`src/hw/rtl/slr_pkg.sv`:
```
// Shared types and constants for the slice rotate nearest-neighbour unit.
package slr_pkg;

  localparam int N_W    = 9;   // edge length register width
  localparam int COEF_W = 16;  // Q1.14 cosine and sine
  localparam int POS_W  = 8;   // row and column fields
  localparam int VOX_W  = 16;  // voxel fields on the ports
  localparam int DX_W   = 11;  // doubled offset 2*row - n
  localparam int PROD_W = DX_W + COEF_W;
  localparam int SUM_W  = PROD_W + 2;
  localparam int FRAC_W = 15;  // numerators are in units of 2^-15
  localparam int Q_W    = SUM_W - FRAC_W;

  localparam int CFG_IDX_W  = 2;
  localparam int CFG_DATA_W = 16;

  localparam logic [CFG_IDX_W-1:0] REG_SLICE_SIZE = 2'd0;
  localparam logic [CFG_IDX_W-1:0] REG_COS        = 2'd1;
  localparam logic [CFG_IDX_W-1:0] REG_SIN        = 2'd2;

  localparam logic [N_W-1:0]    SLICE_SIZE_RST = 9'd256;
  localparam logic [COEF_W-1:0] COS_RST        = 16'sd16384;
  localparam logic [COEF_W-1:0] SIN_RST        = 16'sd0;

  // Control of the word at the address stage, passed to the store.
  typedef struct packed {
    logic valid;
    logic rd;
    logic wr_ok;
    logic in_slice;
  } slr_ctl_t;

endpackage

```
`src/hw/rtl/slr_coord.sv`:
```
// Input register, rotation multipliers and source address stage.
module slr_coord #(
  parameter int MAX_EDGE = 256,
  parameter int AW       = 16
) (
  input  logic                              clk,
  input  logic                              rst,
  input  logic                              in_valid,
  output logic                              in_ready,
  input  logic                              mode,
  input  logic [slr_pkg::POS_W-1:0]         row,
  input  logic [slr_pkg::POS_W-1:0]         col,
  input  logic [slr_pkg::VOX_W-1:0]         voxel_in,
  input  logic [slr_pkg::N_W-1:0]           n,
  input  logic signed [slr_pkg::COEF_W-1:0] cos_q14,
  input  logic signed [slr_pkg::COEF_W-1:0] sin_q14,
  input  logic                              out_free,
  output slr_pkg::slr_ctl_t                 ctl,
  output logic [AW-1:0]                     addr,
  output logic [slr_pkg::VOX_W-1:0]         wdata
);
  import slr_pkg::*;

  localparam int IW = $clog2(MAX_EDGE);

  // stage 1: input register
  logic             v1, rd1;
  logic [POS_W-1:0] row1, col1;
  logic [VOX_W-1:0] vox1;

  // stage 2: products
  logic                     v2, rd2, wr_ok2;
  logic [AW-1:0]            waddr2;
  logic [VOX_W-1:0]         vox2;
  logic signed [PROD_W-1:0] p_xc, p_ys, p_xs, p_yc;

  // stage 3: address
  logic v3, rd3, wr_ok3, in_slice3;

  logic ld1, ld2, ld3, leave3;

  logic signed [DX_W-1:0]   dx2, dy2;
  logic signed [PROD_W-1:0] p_xc_next, p_ys_next, p_xs_next, p_yc_next;
  logic signed [SUM_W-1:0]  x_num, y_num, centre;
  logic signed [Q_W-1:0]    x_q, y_q;
  logic                     in_slice_next;
  logic [AW-1:0]            raddr;

  assign leave3   = v3 && (!rd3 || out_free);
  assign ld3      = v2 && (!v3 || leave3);
  assign ld2      = v1 && (!v2 || ld3);
  assign in_ready = !v1 || ld2;
  assign ld1      = in_valid && in_ready;

  assign dx2 = $signed({2'b00, row1, 1'b0}) - $signed({2'b00, n});
  assign dy2 = $signed({2'b00, col1, 1'b0}) - $signed({2'b00, n});

  assign p_xc_next = dx2 * cos_q14;
  assign p_ys_next = dy2 * sin_q14;
  assign p_xs_next = dx2 * sin_q14;
  assign p_yc_next = dy2 * cos_q14;

  assign centre = $signed({{(SUM_W - N_W - 14){1'b0}}, n, 14'b0});
  assign x_num  = p_xc + p_ys + centre;
  assign y_num  = p_yc - p_xs + centre;

  // truncate toward zero: floor, then step up for negative values with a fraction
  assign x_q = Q_W'(x_num >>> FRAC_W) + Q_W'(x_num[SUM_W-1] && (|x_num[FRAC_W-1:0]));
  assign y_q = Q_W'(y_num >>> FRAC_W) + Q_W'(y_num[SUM_W-1] && (|y_num[FRAC_W-1:0]));

  assign in_slice_next = !x_q[Q_W-1] && !y_q[Q_W-1] &&
                         (x_q[Q_W-2:0] < (Q_W-1)'(n)) && (y_q[Q_W-2:0] < (Q_W-1)'(n));

  assign raddr = AW'(x_q[IW-1:0]) * AW'(MAX_EDGE) + AW'(y_q[IW-1:0]);

  always_ff @(posedge clk) begin
    if (rst) begin
      v1 <= 1'b0;
      v2 <= 1'b0;
      v3 <= 1'b0;
    end else begin
      if (ld1) begin
        v1 <= 1'b1;
      end else if (ld2) begin
        v1 <= 1'b0;
      end
      if (ld2) begin
        v2 <= 1'b1;
      end else if (ld3) begin
        v2 <= 1'b0;
      end
      if (ld3) begin
        v3 <= 1'b1;
      end else if (leave3) begin
        v3 <= 1'b0;
      end
    end
  end

  always_ff @(posedge clk) begin
    if (ld1) begin
      rd1  <= mode;
      row1 <= row;
      col1 <= col;
      vox1 <= voxel_in;
    end
    if (ld2) begin
      rd2    <= rd1;
      vox2   <= vox1;
      wr_ok2 <= (32'(row1) < MAX_EDGE) && (32'(col1) < MAX_EDGE);
      waddr2 <= AW'(row1) * AW'(MAX_EDGE) + AW'(col1);
      p_xc   <= p_xc_next;
      p_ys   <= p_ys_next;
      p_xs   <= p_xs_next;
      p_yc   <= p_yc_next;
    end
    if (ld3) begin
      rd3       <= rd2;
      wr_ok3    <= wr_ok2;
      in_slice3 <= in_slice_next;
      addr      <= rd2 ? raddr : waddr2;
      wdata     <= vox2;
    end
  end

  assign ctl = '{valid: v3, rd: rd3, wr_ok: wr_ok3, in_slice: in_slice3};

endmodule

```
`config.mk`:
```
export PLATFORM = sky130hd
export DESIGN_NAME = slr_coord
export DESIGN_NICKNAME = d
export VERILOG_FILES = /design/src/hw/rtl/slr_pkg.sv /design/src/hw/rtl/slr_coord.sv
export SDC_FILE = /design/constraint.sdc
export NUM_CORES = 2
export LEC_CHECK = 0
export BUFFER_PORTS_ARGS = -buffer_cell sky130_fd_sc_hd__buf_2
export CAP_MARGIN = 0
export CELL_PAD_IN_SITES_DETAIL_PLACEMENT = 1
export CELL_PAD_IN_SITES_GLOBAL_PLACEMENT = 2
export CORE_MARGIN = 2
export CORE_UTILIZATION = 43
export DETAILED_ROUTE_END_ITERATION = 10
export PLACE_DENSITY = 0.91
export SETUP_SLACK_MARGIN = 0.02
export SLEW_MARGIN = 20
export SYNTH_ARGS = -nofsm -noshare
export SYNTH_HDL_FRONTEND = slang
export SYNTH_SLANG_ARGS = --single-unit
```
`constraint.sdc`:
```
create_clock -name clk -period 16.1 [get_ports clk]
set_input_delay 3.22 -clock clk [delete_from_list [all_inputs] [get_ports clk]]
set_output_delay 3.22 -clock clk [all_outputs]
set_load 0.005 [all_outputs]
```
==> flow_summary.toml <==
[run_status]
run_status = "complete, no violations"

[timing]
final.setup.worst_slack_ns = 4.41
skew_ns = 0.0590
finalSetupTns_ns = 0
grt_setup_unrepaired = "no"
hold_viol = 0
min_period_ns = 11.69
drv_slew = 0
min_period_over_period_pct = 72.6
worst_slew_pin_slew_ns = 1.10
clock.fmax_ghz = 0.0856
setup_violations = 0
slew_headroom_pct = 25.8

[cells_and_area]
final.fill_count = 9170
drive_above_1_share_pct = 6.49
fin_nets = 4690
regArea_um2 = 6130
fin_area_um2 = 37300
multi_input_area_um2 = 25300
syn_to_final_growth_pct = 7.33

[die]
dieArea_um2 = 83200
io_pins = 115
initial_core_util_pct = 43.3
die_height_um = 288
die_w_um = 288
coreArea_um2 = 80300
num_rows = 104

[synthesis]
yosys_warnings = 0
synth_ff_type = "edfxtp_1"
synth_seq_area_share_pct = 17.6
synthDistinctLibCells = 68
async_flop_share_pct = 0
syn-num-nets = 4651
synth_seq_cells = 205
syn_inst = 3629
syn_area_per_cell_um2 = 9.58
synth_edf_count = 202
synth_area_um2 = 34800

[routing]
met1Wirelength_mm = 42.0
wl_met3_mm = 3.82
route.detailed.drc = 0
vias_per_cell = 5.31
wl_met2_mm = 50.2
drtAntennaViolNets = 0
drt_iter0_markers = 1190
vias = 25179
wl_per_cell_um = 20.7
wirelength_mm = 98.2
first_pass_iters = 5
maxUsedRoutingLayer = "met5"

[critical_path]
critPathLaunchType = "input pin"
crit_path_top_delay_cell = "o41ai_1"
crit_path_max_incr_delay_ns = 0.69
arrival_ns = 12.01
cp-end-kind = "flop"
worstPathRequired_ns = 16.42
crit_type = "in2reg"
crit_top_cell = "fa_1"
critPathMaxFanout = 34

[clock_network]
cts.clk_slew.worst_paths_ns = 0.06
worstSkewPairLatency_ns = 0.58
post_cts_resized = 0
cts_setup_buffers = 0
cts_made_buffers = 24
clock_sinks = 205
htreeDepth = 1
holdBufCountCts = 0
root_buffer = "clkbuf_16"
clk_path_buf_depth = 3
cts_tree = "done"

[placed_design]
hpwl_mm = 79.0
pre_cts_slack_ns = 3.84
portBuffers = 113
gp_congestion = 0.885
placed_area_um2 = 36500

[grt]
grt_antenna_before_repair = 18
grt_first_pass_wirelength_mm = 156
grt.overflow.total = 0
grt_pass1_vias = 28614
track_usage_pct = 24.3
grt_max_degree = 82

[job]
maxCapViolations = 0

[hold_path]
min_path_type = "reg2reg"
[through the flow]
step	hold WS, ns	cells	utilization, %
after global routing	0.424	4744	46.5
after detailed placement	0.407	4702	45.5
final	0.421	4745	46.5
after floorplan	0.400	3629	-
after global placement	0.400	4702	45.5
after CTS	0.422	4744	46.5
[final timing paths]
check / from / to / slack (ns) / cells past startpoint
worst max-delay path: n[1] / p_yc[24]$_DFFE_PP_ / 4.41 / 33
worst min-delay path: vox1[3]$_DFFE_PP_ / vox2[3]$_DFFE_PP_ / 0.42 / 0
worst max register to register: col1[0]$_DFFE_PP_ / p_yc[24]$_DFFE_PP_ / 6.95 / 31
worst min register to register: vox1[3]$_DFFE_PP_ / vox2[3]$_DFFE_PP_ / 0.42 / 0
[cell families after synthesis]
kind of cell             synth area share, %
AND/OR/NAND/NOR                         13.9
adder cells (fa/ha/maj)                 46.4
AO/OA/AOI/OAI                           7.23
flip-flops                              17.6
XOR/XNOR                                4.10
other                                 0.0108
multiplexers                           0.633
buffers and inverters                   10.1
[routing by layer]
metal	vias up	global-route usage, %
met5	-	0
met4	12	5.30
met3	130	2.18
met2	432	44.8
met1	13186	30.9
li1	11419	-
[layout make-up]
class | instances | area share [%]
diodes | 1 | 0.00670
clock buffers | 25 | 1.62
clock inverters | 17 | 0.523
inverters | 804 | 8.09
multi-input cells | 2495 | 67.8
flip-flops and latches | 205 | 16.4
well taps | 1060 | 3.55
repair buffers | 138 | 2.02
[layout by cell type (no fill, tap or decap), types with 7 or more instances in the layout]
cell / n
buf_4: 25
a21o_1: 37
nand2_1: 362
mux2_2: 16
a21oi_1: 114
and3_1: 23
buf_2: 113
nand3_1: 38
clkbuf_16: 24
nand4_1: 14
o21a_1: 20
xnor2_1: 115
nor2b_1: 24
fa_1: 578
a2111oi_0: 9
or3_1: 14
o21bai_1: 21
a211o_1: 7
inv_1: 804
nor3_1: 42
edfxtp_1: 202
xor2_1: 37
o21ai_0: 72
and2_1: 209
o211ai_1: 12
a21boi_0: 10
ha_1: 366
a31oi_1: 14
or2_2: 22
nand2b_1: 71
nor2_1: 127
xnor2_2: 7
a211oi_1: 22
[registers in the layout, indices dropped and copies added (netlist names), 16 cells and up]
signal	flops
waddr2	16
p_ys	26
p_xc	26
wdata	16
p_yc	25
vox1	16
addr	16
p_xs	25
vox2	16
[critical path: cells and delay by family]
kind / cells / cell delay [ns]
compound gates: 14 / 3.55
buf+inv: 6 / 0.72
xor+xnor: 1 / 0.08
simple gates: 5 / 1.37
fa+ha+maj: 7 / 3.02
[Yosys cell counts, drive strengths merged (21+ instances only)]
library cell  instances  share of area, %
nand2b               71               1.3
nand2               362               3.9
and2                209               3.8
clkbuf              107               1.2
nor2                132               1.4
a21oi               114               1.6
o21bai               21              0.45
or2                  22              0.40
nor3                 44              0.66
ha                  366                13
a21o                 37              0.80
inv                 804               8.7
o21ai                74               1.1
a211oi               22              0.47
nand3                38              0.55
edfxtp              202                17
xnor2               122               3.1
and3                 23              0.41
nor2b                25              0.45
xor2                 40               1.0
fa                  578                33
Power is not shown: default switching activity piles up to over one toggle a cycle in this logic, so the estimate is an artifact.
